[config.mk]
export PLATFORM = sky130hd
export DESIGN_NAME = multi_pattern_byte_scanner_top
export DESIGN_NICKNAME = d
export VERILOG_FILES = /design/src/rtl/core/mpbs_pkg.sv /design/src/rtl/core/mpbs_slot.sv /design/src/rtl/core/multi_pattern_byte_scanner_top.sv
export SDC_FILE = /design/constraint.sdc
export NUM_CORES = 1
export LEC_CHECK = 0
export CORE_ASPECT_RATIO = 2
export CORE_MARGIN = 1
export CORE_UTILIZATION = 50
export DETAILED_ROUTE_END_ITERATION = 8
export DONT_BUFFER_PORTS = 1
export PLACE_DENSITY_LB_ADDON = 0.12
export RECOVER_POWER = 50
export SLEW_MARGIN = 20
export SYNTH_ARGS = -nofsm -noshare
export SYNTH_HDL_FRONTEND = slang
export SYNTH_SLANG_ARGS = --single-unit
[constraint.sdc]
create_clock -name clk -period 4.5 [get_ports clk]
set_input_delay 0.45 -clock clk [delete_from_list [all_inputs] [get_ports clk]]
set_output_delay 0.45 -clock clk [all_outputs]
set_load 0.01 [all_outputs]
[src/rtl/core/mpbs_pkg.sv]
// Shared types, constants and helpers for the multi-pattern byte scanner.
// No dependencies; used by mpbs_slot and multi_pattern_byte_scanner_top.
package mpbs_pkg;

	localparam int MAX_PATTERN_LEN = 8;
	localparam int PATTERN_SLOTS   = 5;
	localparam int PAT_W           = 64;
	localparam int POS_W           = 4;
	localparam int CFG_IDX_W       = 3;
	localparam int IN_USE_W        = 3;

	localparam logic [CFG_IDX_W-1:0] REG_PATTERN_A = 3'd0;
	localparam logic [CFG_IDX_W-1:0] REG_PATTERN_B = 3'd1;
	localparam logic [CFG_IDX_W-1:0] REG_PATTERN_C = 3'd2;
	localparam logic [CFG_IDX_W-1:0] REG_PATTERN_D = 3'd3;
	localparam logic [CFG_IDX_W-1:0] REG_PATTERN_E = 3'd4;
	localparam logic [CFG_IDX_W-1:0] REG_IN_USE    = 3'd5;

	localparam logic [IN_USE_W-1:0] IN_USE_RESET = 3'd5;

	typedef struct packed {
		logic [7:0] data_byte;
		logic       first_byte;
	} in_item_t;

	typedef struct packed {
		logic [PATTERN_SLOTS-1:0] found_mask;
		logic                     any_found;
	} out_item_t;

	typedef struct packed {
		logic step;
		logic clear;
		logic active;
	} slot_ctrl_t;

	// Length is the index of the first zero byte, capped at MAX_PATTERN_LEN.
	function automatic logic [POS_W-1:0] pattern_len(input logic [PAT_W-1:0] pat);
		logic [POS_W-1:0] len;
		logic             done;
		len  = POS_W'(MAX_PATTERN_LEN);
		done = 1'b0;
		for (int i = 0; i < MAX_PATTERN_LEN; i++) begin
			if (!done && pat[8*i +: 8] == 8'h00) begin
				len  = POS_W'(i);
				done = 1'b1;
			end
		end
		return len;
	endfunction

endpackage

[src/rtl/core/mpbs_slot.sv]
// One pattern slot: match position, found flag and the per-byte update.
// Depends on mpbs_pkg.
module mpbs_slot (
	input  logic                          clk,
	input  logic                          arst_n,
	input  mpbs_pkg::slot_ctrl_t          ctrl,
	input  logic [mpbs_pkg::PAT_W-1:0]    pattern,
	input  logic [7:0]                    data_byte,
	output logic                          found,
	output logic                          found_next
);

	localparam logic [mpbs_pkg::POS_W-1:0] POS_W_ONE = 1;

	logic [mpbs_pkg::POS_W-1:0] pos_q;
	logic                       found_q;
	logic [mpbs_pkg::POS_W-1:0] len;
	logic [mpbs_pkg::POS_W-1:0] pos_c;
	logic                       found_c;
	logic [7:0]                 byte_at;
	logic [mpbs_pkg::POS_W-1:0] pos_n;

	assign len     = mpbs_pkg::pattern_len(pattern);
	assign pos_c   = ctrl.clear ? '0 : pos_q;
	assign found_c = ctrl.clear ? 1'b0 : found_q;
	assign byte_at = pattern[8*pos_c[2:0] +: 8];

	always_comb begin
		pos_n      = pos_c;
		found_next = found_c;
		if (ctrl.active && !found_c) begin
			if (pos_c < len && data_byte == byte_at) begin
				pos_n = pos_c + POS_W_ONE;
			end else if (len != '0 && data_byte == pattern[7:0]) begin
				pos_n = POS_W_ONE;
			end else if (pos_c < len || len == '0) begin
				pos_n = '0;
			end
			// a shrunk pattern leaves the position beyond its end: found below
			found_next = (pos_n >= len);
		end
	end

	always_ff @(posedge clk or negedge arst_n) begin
		if (!arst_n) begin
			pos_q   <= '0;
			found_q <= 1'b0;
		end else if (ctrl.step) begin
			pos_q   <= pos_n;
			found_q <= found_next;
		end
	end

	assign found = found_q;

endmodule

[src/rtl/core/multi_pattern_byte_scanner_top.sv]
// Multi-pattern byte scanner: input register, pattern slots, result register.
// Depends on mpbs_pkg and mpbs_slot.
//
// Usage:
//   Bytes enter on the item channel (valid/ready), one request per byte with
//   a first_byte mark that clears all match positions and found flags before
//   that byte is scanned. Every byte yields one result on the result channel:
//   the found mask of the five slots after that byte, and whether any is set.
//   Patterns and the slot count are written through cfg_we/cfg_index/cfg_wdata
//   while the scanner is idle; indexes beyond the register list are ignored.
// Flow and throughput:
//   A byte accepted into the input register is scanned once the result
//   register is free or being drained; its result is then registered. One
//   byte per cycle is sustained while results are taken; the slot compare
//   and position update between the input and result registers set that rate.
// Reset:
//   Positions and flags clear, patterns read as zero, five slots in use, both
//   channels empty.
// Stalls:
//   A held result keeps its value; one more byte waits in the input register,
//   after which item_ready drops until the result is taken.
module multi_pattern_byte_scanner_top (
	input  logic                              clk,
	input  logic                              arst_n,
	input  logic                              item_valid,
	output logic                              item_ready,
	input  mpbs_pkg::in_item_t                item,
	output logic                              result_valid,
	input  logic                              result_ready,
	output mpbs_pkg::out_item_t               result,
	input  logic                              cfg_we,
	input  logic [mpbs_pkg::CFG_IDX_W-1:0]    cfg_index,
	input  logic [mpbs_pkg::PAT_W-1:0]        cfg_wdata
);

	logic [mpbs_pkg::PAT_W-1:0]        pattern_q [mpbs_pkg::PATTERN_SLOTS];
	logic [mpbs_pkg::IN_USE_W-1:0]     in_use_q;
	logic                              valid_s1;
	mpbs_pkg::in_item_t                item_s1;
	logic                              step_s1;
	logic                              result_valid_q;
	mpbs_pkg::out_item_t               result_q;
	logic [mpbs_pkg::PATTERN_SLOTS-1:0] found_cur;
	logic [mpbs_pkg::PATTERN_SLOTS-1:0] found_next;

	// configuration registers
	always_ff @(posedge clk or negedge arst_n) begin
		if (!arst_n) begin
			for (int k = 0; k < mpbs_pkg::PATTERN_SLOTS; k++) begin
				pattern_q[k] <= '0;
			end
			in_use_q <= mpbs_pkg::IN_USE_RESET;
		end else if (cfg_we) begin
			unique case (cfg_index) inside
				mpbs_pkg::REG_PATTERN_A, mpbs_pkg::REG_PATTERN_B, mpbs_pkg::REG_PATTERN_C,
				mpbs_pkg::REG_PATTERN_D, mpbs_pkg::REG_PATTERN_E: begin
					for (int k = 0; k < mpbs_pkg::PATTERN_SLOTS; k++) begin
						if (cfg_index == mpbs_pkg::CFG_IDX_W'(k)) begin
							pattern_q[k] <= cfg_wdata;
						end
					end
				end
				mpbs_pkg::REG_IN_USE: begin
					in_use_q <= cfg_wdata[mpbs_pkg::IN_USE_W-1:0];
				end
				default: begin
				end
			endcase
		end
	end

	// scan the held byte when the result register is free or being drained
	assign step_s1    = valid_s1 && (!result_valid_q || result_ready);
	assign item_ready = !valid_s1 || step_s1;

	always_ff @(posedge clk or negedge arst_n) begin
		if (!arst_n) begin
			valid_s1 <= 1'b0;
		end else if (item_valid && item_ready) begin
			valid_s1 <= 1'b1;
		end else if (step_s1) begin
			valid_s1 <= 1'b0;
		end
	end

	always_ff @(posedge clk) begin
		if (item_valid && item_ready) begin
			item_s1 <= item;
		end
	end

	for (genvar k = 0; k < mpbs_pkg::PATTERN_SLOTS; k++) begin : g_slot
		mpbs_pkg::slot_ctrl_t ctrl;

		assign ctrl.step   = step_s1;
		assign ctrl.clear  = item_s1.first_byte;
		assign ctrl.active = (in_use_q > mpbs_pkg::IN_USE_W'(k));

		mpbs_slot u_slot (
			.clk        (clk),
			.arst_n     (arst_n),
			.ctrl       (ctrl),
			.pattern    (pattern_q[k]),
			.data_byte  (item_s1.data_byte),
			.found      (found_cur[k]),
			.found_next (found_next[k])
		);
	end

	always_ff @(posedge clk or negedge arst_n) begin
		if (!arst_n) begin
			result_valid_q <= 1'b0;
		end else if (step_s1) begin
			result_valid_q <= 1'b1;
		end else if (result_ready) begin
			result_valid_q <= 1'b0;
		end
	end

	always_ff @(posedge clk) begin
		if (step_s1) begin
			result_q.found_mask <= found_next;
			result_q.any_found  <= |found_next;
		end
	end

	assign result_valid = result_valid_q;
	assign result       = result_q;

	// a scanned byte always lands in the result register
	a_step_fills_result: assert property (@(posedge clk) disable iff (!arst_n)
		step_s1 |=> result_valid)
		else $error("scanned byte did not produce a result");

	// an empty input register never refuses a request
	a_empty_ready: assert property (@(posedge clk) disable iff (!arst_n)
		!valid_s1 |-> item_ready)
		else $error("input register empty but request refused");

	// flags only drop on a first-byte clear
	a_flags_sticky: assert property (@(posedge clk) disable iff (!arst_n)
		(step_s1 && !item_s1.first_byte) |-> ((found_next & found_cur) == found_cur))
		else $error("found flag dropped without clear");

	// with no slot in use, a cleared stream reports nothing found
	a_clear_no_slots: assert property (@(posedge clk) disable iff (!arst_n)
		(step_s1 && item_s1.first_byte && in_use_q == '0) |=> (result.found_mask == '0))
		else $error("found flag set with no slot in use");

endmodule
Word level (Yosys, flattened, before mapping):

Cells that the tools add are included.

* multiplexer cells: 119
* $mul: 0
* equality and inequality tests: 15
* shifts and indexed selects: 5
* div/mod/pow operators: 0
* bitwise logic cells: 0
* add/sub/neg operators: 5
* reductions and logical operators: 162
* $lt $le $gt $ge: 15

Operator list (count)
* logical NOT 8 bit: 40
* indexed part select 64 x 7 -> 8 bit: 5
* two-way mux 4 bit: 70
* == test 8 bit: 10
* logical AND 1 bit: 52
* two-way mux 1 bit: 49
* logical NOT 1 bit: 42
* adder 4 x 1 -> 4 bit (second input constant): 5
* greater-or-equal comparator 4 bit: 5
* logical NOT 4 bit: 5
* < comparator 4 bit: 5
* nonzero test 4 bit: 5
* AND reduction 3 bit: 5
* OR reduction 5 bit: 2
* logical OR 1 bit: 7
* == test 3 x 2 -> 1 bit (second input constant): 2
* == test 3 bit (second input constant): 2
* > comparator 3 x 1 -> 1 bit (second input constant): 2
* > comparator 3 x 2 -> 1 bit (second input constant): 2
* nonzero test 2 bit: 2
* == test 3 x 1 -> 1 bit (second input constant): 1
* > comparator 3 bit (second input constant): 1
* logical NOT 3 bit: 1
* AND reduction 2 bit: 1

* ROM bits: 0
* input bits: 81
* word-level logic and storage cells: 343
* memories: 0
* bits in writable memories: 0
* latch bits: 0
* output and inout bits: 8
* bits in registers: 365

Depth between registers and ports, before layout:

Gate-level depths: netlist of the first run.

* word-level depth: 32
* gate-level depth with buffers: 21
* gate-level depth less buffers: 21

Modules after synthesis:

From an unflattened synthesis of the first run, not the netlist that was laid out.

* cells, all modules: 1762
* area, all modules: 22014.9 sq um

Modules (own cells, without submodules)
* multi_pattern_byte_scanner_top: instances 1, cells an instance 718, area each 13664.4 sq um, sequential area each 8585.7 sq um
* mpbs_slot (g_slot[0].u_slot ...): instances 3, cells an instance 213, area each 1692.9 sq um, sequential area each 125.1 sq um
* mpbs_slot (g_slot[4].u_slot): instances 1, cells an instance 213, area each 1681.6 sq um, sequential area each 125.1 sq um
* mpbs_slot (g_slot[1].u_slot): instances 1, cells an instance 192, area each 1590.3 sq um, sequential area each 125.1 sq um

Worst setup path before layout of the first run:

Ideal clock, no wire load.

* kind: register -> register
* from: register pattern_q[129] (netlist bit)
* to: register result_q, in the netlist result[0], data pin
* buffers on the path: 0
* period minus slack after synthesis: 4.601 ns
* setup slack: -0.101 ns
* data required time: 4.228 ns
* setup time: 0.272 ns
* stages on the path, launching flop included: 20
* data arrival time: 4.329 ns
* cells stage by stage: dfrtp_1 -> nor4_1 -> and2_1 -> or4b_1 -> or2_2 -> ha_1 -> o21ai_0 -> a221oi_1 -> or2_2 -> a32o_1 -> a21oi_1 -> ha_1 -> nand2b_1 -> a21oi_1 -> a31oi_1 -> o21a_1 -> or2_0 -> and3_1 -> a311o_1 -> nand4bb_1

* longest elaborated chain between the ends: 32
* elaborated cells between the ends (all ways): 46

Ends and longest elaborated chain
* start, declared: RTL line multi_pattern_byte_scanner_top.sv:36 `logic [mpbs_pkg::PAT_W-1:0] pattern_q [mpbs_pkg::PATTERN_SLOTS];`
* start signal, assigned by index: RTL line multi_pattern_byte_scanner_top.sv:59 `pattern_q[k] <= cfg_wdata;`
* logical NOT 8 bit: RTL line mpbs_pkg.sv:44 `if (!done && pat[8*i +: 8] == 8'h00) begin`
* two-way mux 1 bit: RTL line mpbs_pkg.sv:44
* logical NOT 1 bit: RTL line mpbs_pkg.sv:44
* logical AND 1 bit: RTL line mpbs_pkg.sv:44
* two-way mux 1 bit: RTL line mpbs_pkg.sv:44
* logical NOT 1 bit: RTL line mpbs_pkg.sv:44
* logical AND 1 bit: RTL line mpbs_pkg.sv:44
* two-way mux 1 bit: RTL line mpbs_pkg.sv:44
* [... 17 more ...]
* two-way mux 4 bit: RTL line mpbs_slot.sv:36 `end else if (pos_c < len || len == '0) begin`
* two-way mux 4 bit: RTL line mpbs_slot.sv:34 `end else if (len != '0 && data_byte == pattern[7:0]) begin`
* two-way mux 4 bit: RTL line mpbs_slot.sv:32 `if (pos_c < len && data_byte == byte_at) begin`
* two-way mux 4 bit: RTL line mpbs_slot.sv:31 `if (ctrl.active && !found_c) begin`
* greater-or-equal comparator 4 bit *: RTL line mpbs_slot.sv:40 `found_next = (pos_n >= len);`
* two-way mux 1 bit *: RTL line mpbs_slot.sv:31
* via g_slot[2].u_slot.found_next: RTL line mpbs_slot.sv:10 `output logic found_next`
* OR reduction 5 bit *: RTL line multi_pattern_byte_scanner_top.sv:123 `result_q.any_found <= |found_next;`
* end, declared: RTL line multi_pattern_byte_scanner_top.sv:42 `mpbs_pkg::out_item_t result_q;`

The timed path passes the listed nets; every way through them passes the cells marked *. The select of a mux whose other input is x is not followed.
A chain may end at the register's enable or synchronous reset.

Worst setup path in the final report of the first run:

* from: register pattern_q[312] (netlist bit)
* to: register result_q, in the netlist result[0], data pin

* longest elaborated chain between the ends: 12
* elaborated cells between the ends (all ways): 18

Ends and longest elaborated chain (RTL line)
* logical NOT 8 bit: mpbs_pkg.sv:44
* logical AND 1 bit: mpbs_pkg.sv:44
* two-way mux 4 bit: mpbs_pkg.sv:44
* < comparator 4 bit or logical NOT 4 bit (tied branches): mpbs_slot.sv:32, mpbs_slot.sv:36
* logical OR 1 bit: mpbs_slot.sv:36
* two-way mux 4 bit: mpbs_slot.sv:36
* two-way mux 4 bit: mpbs_slot.sv:34
* two-way mux 4 bit: mpbs_slot.sv:32
* two-way mux 4 bit: mpbs_slot.sv:31
* greater-or-equal comparator 4 bit *: mpbs_slot.sv:40
* two-way mux 1 bit *: mpbs_slot.sv:31
* OR reduction 5 bit *: multi_pattern_byte_scanner_top.sv:123

Mark *: on every way between the ends. The rest lies on a longest branch, timed or not. The select of a mux whose other input is x is not followed.

==> flow_metrics.py, run 1 <==
metrics = {
    "power_and_ir_drop": {
        "seqPwrFrac_pct": 40.4,
        "clkPwrFrac_pct": 27.7,
        "p_leak_uw": 0.0111,
        "p_switching_uw": 3590,
        "pwr_density_cell_nw_per_um2": 436,
        "total_power_uw": 11400,
        "internal_power_uw": 7790,
        "ir_drop_mv": 0.466,
        "swShare_pct": 31.6,
        "p_comb_share_pct": 31.9,
    },
    "clocking": {
        "insertion_delay_ns": 0.58,
        "htreeDepth": 2,
        "root_buffer": "clkbuf_16",
        "cts_sinks": 365,
        "clockBufferDepth": 3,
        "path_clk_slew_ns": 0.07,
        "numCtsBuffers": 36,
        "hold_buffers": 39,
        "cts_tree": "yes",
    },
    "placement": {
        "hpwl_um": 56600,
        "gp_congestion": 1.01,
        "detailed_place.area_um2": 23600,
        "io_buffers": 0,
        "place_ws_ns": -0.358,
        "dpl.cell_count": 2485,
    },
    "final_layout": {
        "mostFrequentLayoutCell": "buf_4",
        "drive_above_1_share_pct": 49.6,
        "mostFrequentLayoutCells": "buf_4 (439), dfrtp_1 (346), mux2_2 (335), nand2_1 (97), nor4_1 (68)",
        "post-route-cell-area_um2": 26100,
        "area_growth_pct": 31.5,
        "final_cell_count_no_fill": 2623,
        "nNetsFinal": 2177,
    },
    "sta": {
        "final_hold_viol_count": 348,
        "clock.fmax_mhz": 218,
        "tightest_slew_ns": 1.86,
        "whs_ns": -0.418,
        "setup_viol": 2,
        "period_needed_ns": 4.60,
        "drv_slew": 65,
        "relSlewSlack_pct": -23.8,
        "timing.final.crit_share_pct": 102,
        "setup_slack_ns": -0.0959,
        "rsz0062_at_grt": "true",
        "finClkSkew_ns": 0.0361,
    },
    "floorplanning": {
        "rows": 102,
        "num_io_pins": 89,
        "chipWidth_um": 143,
        "die_h_um": 284,
        "initial_core_util_pct": 51.0,
        "die-area_um2": 40500,
        "core_area_um2": 38900,
    },
    "synth": {
        "syn_nets": 1726,
        "synth_edf_count": 15,
        "async_flop_share_pct": 95.9,
        "syn_area_um2": 19800,
        "ys_ff_latch": 365,
        "ys.flop_type": "dfrtp_1",
        "yosysSeqAreaShare_pct": 46.4,
        "syn_inst": 1613,
        "yosysWarningCount": 0,
        "ys_types": 93,
        "avgSynthCellArea_um2": 12.3,
    },
    "worst_setup_path": {
        "worstSetupStartpoint": "pattern_q[312]$_DFFE_PN0P_",
        "path_depth": 20,
        "worstPathRequired_ns": 4.80,
        "crit_fanout": 3,
        "max_stage_delay_ns": 0.70,
        "criticalPathCategory": "reg -> reg",
        "end_kind": "flop",
        "endpoint": "result[0]$_DFFE_PP_",
        "rrSetupSlack_ns": -0.1,
        "ff2ff_path_depth": 20,
        "critical_path_buf_inv_count": 2,
        "cp_common_cell": "a21oi_2",
        "crit_chain": "nor4_2 > buf_4 > and2_2 > or4b_2 > nand2b_4 > ha_4 > a31oi_4 > nand3_2 > a21oi_2 > a21oi_2 > ha_1 > nand2b_4 > a21o_1 > nand3b_1 > a22o_1 > a21oi_2 > o211ai_1 > a21oi_1 > buf_4 > nand4bb_1",
        "worstPathArrival_ns": 4.90,
        "path_delay_family": "simple AND/OR/NAND/NOR gates",
        "cp_slowest_cell": "or4b_2",
        "timing.rr.start": "pattern_q[312]$_DFFE_PN0P_",
        "r2r_end": "result[0]$_DFFE_PP_",
        "start_kind": "flop",
    },
    "route": {
        "drtIter0Drc": 1042,
        "detail_route.wl_per_cell_um": 29.7,
        "dr.pass1.iters": 5,
        "vias_per_cell": 6.25,
        "route.antenna.remaining_nets": 0,
        "routed_wirelength_um": 77800,
        "drc": 0,
        "vias": 16400,
    },
    "status": {
        "violations": "negative hold slack, max-capacitance violations, max-slew violations, negative setup slack",
        "status": "finished with violations",
    },
    "global_route": {
        "grt_max_degree": 351,
        "antenna_found_initial": 6,
        "grt_pass1_wl_um": 111000,
        "track_usage_pct": 39.2,
        "grt_pass1_vias": 17200,
        "grt-ovfl-total": 0,
    },
    "hold_path": {
        "hold_path_class": "in -> async",
    },
    "flow_run": {
        "cap_violations": 1,
    },
}
[worst min path at each step]
stage | startpoint | end | slack [ns] | depth (start not counted)
final | arst_n | pattern_q[262]$_DFFE_PN0P_ | -0.42 | 0
after global routing | arst_n | pattern_q[270]$_DFFE_PN0P_ | -0.43 | 0
after CTS | arst_n | pattern_q[15]$_DFFE_PN0P_ | -0.44 | 0
after detailed placement | arst_n | pattern_q[262]$_DFFE_PN0P_ | 0.17 | 0
after global placement | arst_n | pattern_q[260]$_DFFE_PN0P_ | 0.17 | 0
after floorplan | arst_n | g_slot[0].u_slot.found$_DFFE_PN0P_ | 0.15 | 0
[per-stage QoR]
step                      setup TNS [ns]  util, %  hold slack (ns)
after floorplan                        0        -            0.154
after detailed placement           -1.68     60.6            0.168
final                             -0.132     67.0           -0.418
after CTS                        -0.0594     65.7           -0.442
after global routing              -0.976     67.0           -0.431
after global placement            -0.962     60.6            0.167
[power groups by stage]
stage / registers [µW] / clock network [µW] / logic [µW]
global route: 4660 / 3320 / 3820
finish: 4590 / 3150 / 3630
global placement: 4570 / 0 / 3260
floorplan: 4440 / 0 / 1720
detailed placement: 4600 / 0 / 3330
CTS: 4560 / 3200 / 3450
[cells in the mapped netlist, types with 6 or more instances]
| cell | number | area share (%) |
|---|---|---|
| o211ai_1 | 7 | 0.26 |
| a22oi_1 | 10 | 0.38 |
| nand4_1 | 8 | 0.25 |
| and4_1 | 9 | 0.40 |
| inv_1 | 19 | 0.36 |
| o21ai_0 | 47 | 1.2 |
| xor2_1 | 42 | 1.9 |
| nor3_1 | 10 | 0.25 |
| a21o_1 | 6 | 0.23 |
| nand2_1 | 102 | 1.9 |
| a32o_1 | 6 | 0.30 |
| nor2_1 | 48 | 0.91 |
| buf_2 | 11 | 0.28 |
| mux4_2 | 59 | 6.7 |
| a211oi_1 | 9 | 0.34 |
| or4_1 | 17 | 0.64 |
| nand3_1 | 29 | 0.73 |
| and2_1 | 13 | 0.41 |
| edfxtp_1 | 15 | 2.3 |
| dfrtp_1 | 348 | 44 |
| nor2b_1 | 24 | 0.76 |
| a21oi_1 | 29 | 0.73 |
| xnor2_1 | 42 | 1.9 |
| a22o_1 | 11 | 0.49 |
| nor4_1 | 79 | 2.5 |
| nor3b_1 | 6 | 0.23 |
| ha_1 | 32 | 2.0 |
| mux2_2 | 337 | 19 |
| buf_1 | 12 | 0.23 |
| clkbuf_1 | 54 | 1.0 |
| mux2i_1 | 19 | 0.96 |
| a31oi_1 | 12 | 0.38 |
| a221oi_1 | 6 | 0.26 |
| nand2b_1 | 21 | 0.66 |
[state kept, by name, summed over array words and instances, names as in the netlist]
| signal | cells |
|---|---|
| pattern_q | 320 |
| g_slot.u_slot.pos_q | 20 |
| item_s1 | 8 |
| result | 6 |
| g_slot.u_slot.found | 5 |
| in_use_q | 3 |
| g_slot.ctrl | 1 |
| result_valid | 1 |
| valid_s1 | 1 |
[timing repair]
action                                 in CTS  in global routing
endpoints found under the hold margin     409                350
pin swaps                                  32                 58
cloned                                      0                  1
setup buffers                              10                 13
setup endpoints to repair                  10                 11
gates resized for setup                    51                 77
[cells by family after synthesis]
kind of cell | Yosys count | share of synthesized area [%]
buffers and inverters | 104 | 2.15
muxes | 418 | 27.1
xor gates and xnor gates | 84 | 3.71
adders and majority gates | 32 | 2.02
AOI/OAI and AO/OA | 204 | 7.24
DFF | 365 | 46.4
and+or+nand+nor | 406 | 11.4
[worst register-to-register path: cells and delay by family (launching register included)]
| kind | cells | cell delay, ns |
|---|---|---|
| simple gates | 8 | 1.76 |
| compound gates | 8 | 1.30 |
| flops | 1 | 0.38 |
| fa+ha+maj | 2 | 0.54 |
| buf+inv | 2 | 0.36 |
[layer usage]
layer / vias to the layer above / wire, µm / GRT usage (%)
met5: - / 0 / 0
met4: 0 / 9350 / 39.9
met3: 334 / 4980 / 6.85
met2: 734 / 38800 / 66.0
met1: 8291 / 24600 / 39.4
li1: 7022 / - / -
[cell type report]
cell class | instances | area, µm²
Timing Repair Buffer | 494 | 3990
Clock inverter | 17 | 209
Antenna cell | 15 | 37.5
Inverter | 23 | 88.8
Fill cell | 3003 | 12800
Sequential cell | 365 | 9210
Clock buffer | 45 | 1010
Multi-Input combinational cell | 1144 | 10900
Tap cell | 520 | 651
No activity file was read; power rests on OpenSTA's default activity.
==> run 2: changes to the inputs <==
- PLACE_DENSITY_LB_ADDON: 0.12 -> 0.1
==> run 2 against run 1 <==
Against the previous run: the run still ends with negative hold slack, max-capacitance violations, max-slew violations, negative setup slack left; setup slack got worse by 0.060 ns; combinational power fell by 2%; design area fell by 0.95%; first-iteration DRC count shrank 3.8%; clock-buffer cell count grew 5; routed wire length fell by 2.3%; sequential share of layout area increased by 0.35 points; critical path type unchanged; critical endpoint unchanged; largest cell class unchanged; largest power group unchanged.
==> flow_metrics.py, run 2 (same netlist as run 1, synthesis figures left out) <==
metrics = {
    "status": {
        "status": "finished with violations",
        "violations": "negative hold slack, max-capacitance violations, max-slew violations, negative setup slack",
    },
    "final_layout": {
        "largest_reg_flops": 320,
        "nNetsFinal": 2145,
        "top_register": "pattern_q",
        "top_regs": "pattern_q: 320 flops, g_slot.u_slot.pos_q: 20 flops, item_s1: 8 flops",
        "mostFrequentLayoutCell": "buf_4",
        "drive_above_1_share_pct": 51.4,
        "area_growth_pct": 30.2,
        "mostFrequentLayoutCells": "buf_4 (436), dfrtp_1 (345), mux2_2 (335), nand2_1 (95), nor4_1 (62)",
        "post-route-util_pct": 66.4,
        "post-route-cell-area_um2": 25800,
    },
    "clocking": {
        "insertion_delay_ns": 0.56,
        "clockBufferDepth": 3,
        "hold_buffers": 9,
        "numCtsBuffers": 35,
        "path_clk_slew_ns": 0.07,
        "cts_sinks": 365,
        "root_buffer": "clkbuf_16",
        "htreeDepth": 2,
        "cts_tree": "yes",
    },
    "floorplanning": {
        "core_area_um2": 38900,
        "chipWidth_um": 143,
        "num_io_pins": 89,
        "initial_core_util_pct": 51.0,
        "rows": 102,
        "die_h_um": 284,
        "die-area_um2": 40500,
    },
    "placement": {
        "gp_congestion": 0.978,
        "detailed_place.area_um2": 23500,
        "io_buffers": 0,
        "hpwl_um": 56600,
    },
    "worst_setup_path": {
        "max_stage_delay_ns": 0.62,
        "crit_fanout": 4,
        "crit_chain": "or4_4 > nor2_4 > buf_6 > o221ai_2 > nand3_1 > nand3_2 > ha_4 > nor2_2 > a41oi_2 > o2111ai_4 > nand2_1 > o2bb2ai_2 > a21oi_2 > ha_1 > nand2b_4 > a21o_1 > nand3b_1 > a22o_1 > a21oi_1 > o211ai_1 > a21oi_1 > buf_4 > nand4bb_1",
        "cp_slowest_cell": "or4_4",
        "end_kind": "flop",
        "criticalPathCategory": "reg -> reg",
        "ff2ff_path_depth": 23,
        "rrSetupSlack_ns": -0.16,
        "worstPathArrival_ns": 4.96,
        "worstPathRequired_ns": 4.80,
        "start_kind": "flop",
        "cp_common_cell": "a21oi_1",
    },
    "sta": {
        "timing.final.crit_share_pct": 103,
        "final_hold_viol_count": 350,
        "drv_slew": 65,
        "clock.fmax_mhz": 215,
        "setup_viol": 1,
        "relSlewSlack_pct": -21.5,
        "period_needed_ns": 4.66,
        "setup_slack_ns": -0.156,
        "whs_ns": -0.401,
        "tightest_slew_ns": 1.82,
        "finClkSkew_ns": 0.0173,
        "rsz0062_at_grt": "true",
    },
    "global_route": {
        "grt_pass1_vias": 16900,
        "grt-ovfl-total": 0,
        "grt_max_degree": 351,
        "grt_pass1_wl_um": 109000,
        "track_usage_pct": 38.2,
        "antenna_found_initial": 4,
    },
    "flow_run": {
        "cap_violations": 1,
    },
    "route": {
        "vias_per_cell": 6.21,
        "vias": 16100,
        "route.antenna.remaining_nets": 0,
        "detail_route.wl_per_cell_um": 29.4,
        "drc": 0,
        "routed_wirelength_um": 76000,
        "dr.pass1.iters": 5,
        "drtIter0Drc": 1002,
    },
    "power_and_ir_drop": {
        "seqPwrFrac_pct": 40.7,
        "clkPwrFrac_pct": 27.4,
        "swShare_pct": 31.1,
        "pwr_density_cell_nw_per_um2": 434,
        "p_switching_uw": 3500,
        "internal_power_uw": 7730,
        "p_leak_uw": 0.0109,
        "ir_drop_mv": 0.407,
        "p_comb_share_pct": 31.9,
    },
    "hold_path": {
        "hold_path_class": "in -> async",
    },
}
-- run 2: metal layers --
layer | global-route usage (%) | wire, µm | vias up
met3 | 8.13 | 4840 | 328
met5 | 0 | 29 | -
li1 | - | - | 6955
met1 | 38.3 | 24800 | 8105
met4 | 38.0 | 8980 | 4
met2 | 63.6 | 37400 | 661
-- run 2: power by group through the flow --
stage / registers, µW / logic, µW / clock network (µW)
after floorplan: 4440 / 1720 / 0
after global placement: 4550 / 3200 / 0
after detailed placement: 4580 / 3270 / 0
after CTS: 4540 / 3360 / 3110
after global routing: 4650 / 3770 / 3220
final: 4570 / 3570 / 3080
-- run 2: worst paths after layout --
kind                                               startpoint                                    end
setup / recovery                   pattern_q[306]$_DFFE_PN0P_                    result[0]$_DFFE_PP_
hold / removal                                         arst_n             pattern_q[268]$_DFFE_PN0P_
setup reg to reg                   pattern_q[306]$_DFFE_PN0P_                    result[0]$_DFFE_PP_
hold reg to reg            g_slot[3].u_slot.found$_DFFE_PN0P_     g_slot[3].u_slot.found$_DFFE_PN0P_
max in group asynchronous                              arst_n  g_slot[2].u_slot.pos_q[0]$_DFFE_PN0P_
min in group clk                                   item_valid                   valid_s1$_DFFE_PN0P_
-- run 2: critical path: cells and delay by family (launching register included) --
| kind | cells | cell delay, ns |
|---|---|---|
| flops | 1 | 0.38 |
| compound gates | 10 | 1.51 |
| fa+ha+maj | 2 | 0.59 |
| buf+inv | 2 | 0.32 |
| simple gates | 9 | 1.58 |
-- run 2: repair_timing --
action / in CTS / in global routing
pin swaps: 38 / 69
setup endpoints to repair: 10 / 10
gates resized for setup: 55 / 103
hold endpoints to repair: 359 / 350
setup buffers: 14 / 15
cloned: 0 / 2
-- run 2: cell type report --
class	instances	area (µm²)
flip-flops and latches	365	9220
repair buffers	463	3670
fillers	3005	13100
clock inverters	14	149
well taps	520	651
clock buffers	50	1010
multi-input cells	1144	11000
diodes	8	20.0
inverters	23	86.3
-- run 2: metrics by stage --
step,hold slack (ns),setup slack [ns],instances,total power (µW),setup TNS [ns]
3_5_place_dp,0.176,-0.441,2476,7850,-1.45
4_1_cts,-0.394,-0.0380,2563,11000,-0.0380
6_report,-0.401,-0.156,2587,11200,-0.156
5_1_grt,-0.412,-0.293,2585,11600,-0.973
3_3_place_gp,0.176,-0.370,2476,7750,-1.03
2_1_floorplan,0.154,0.0157,1613,6160,0
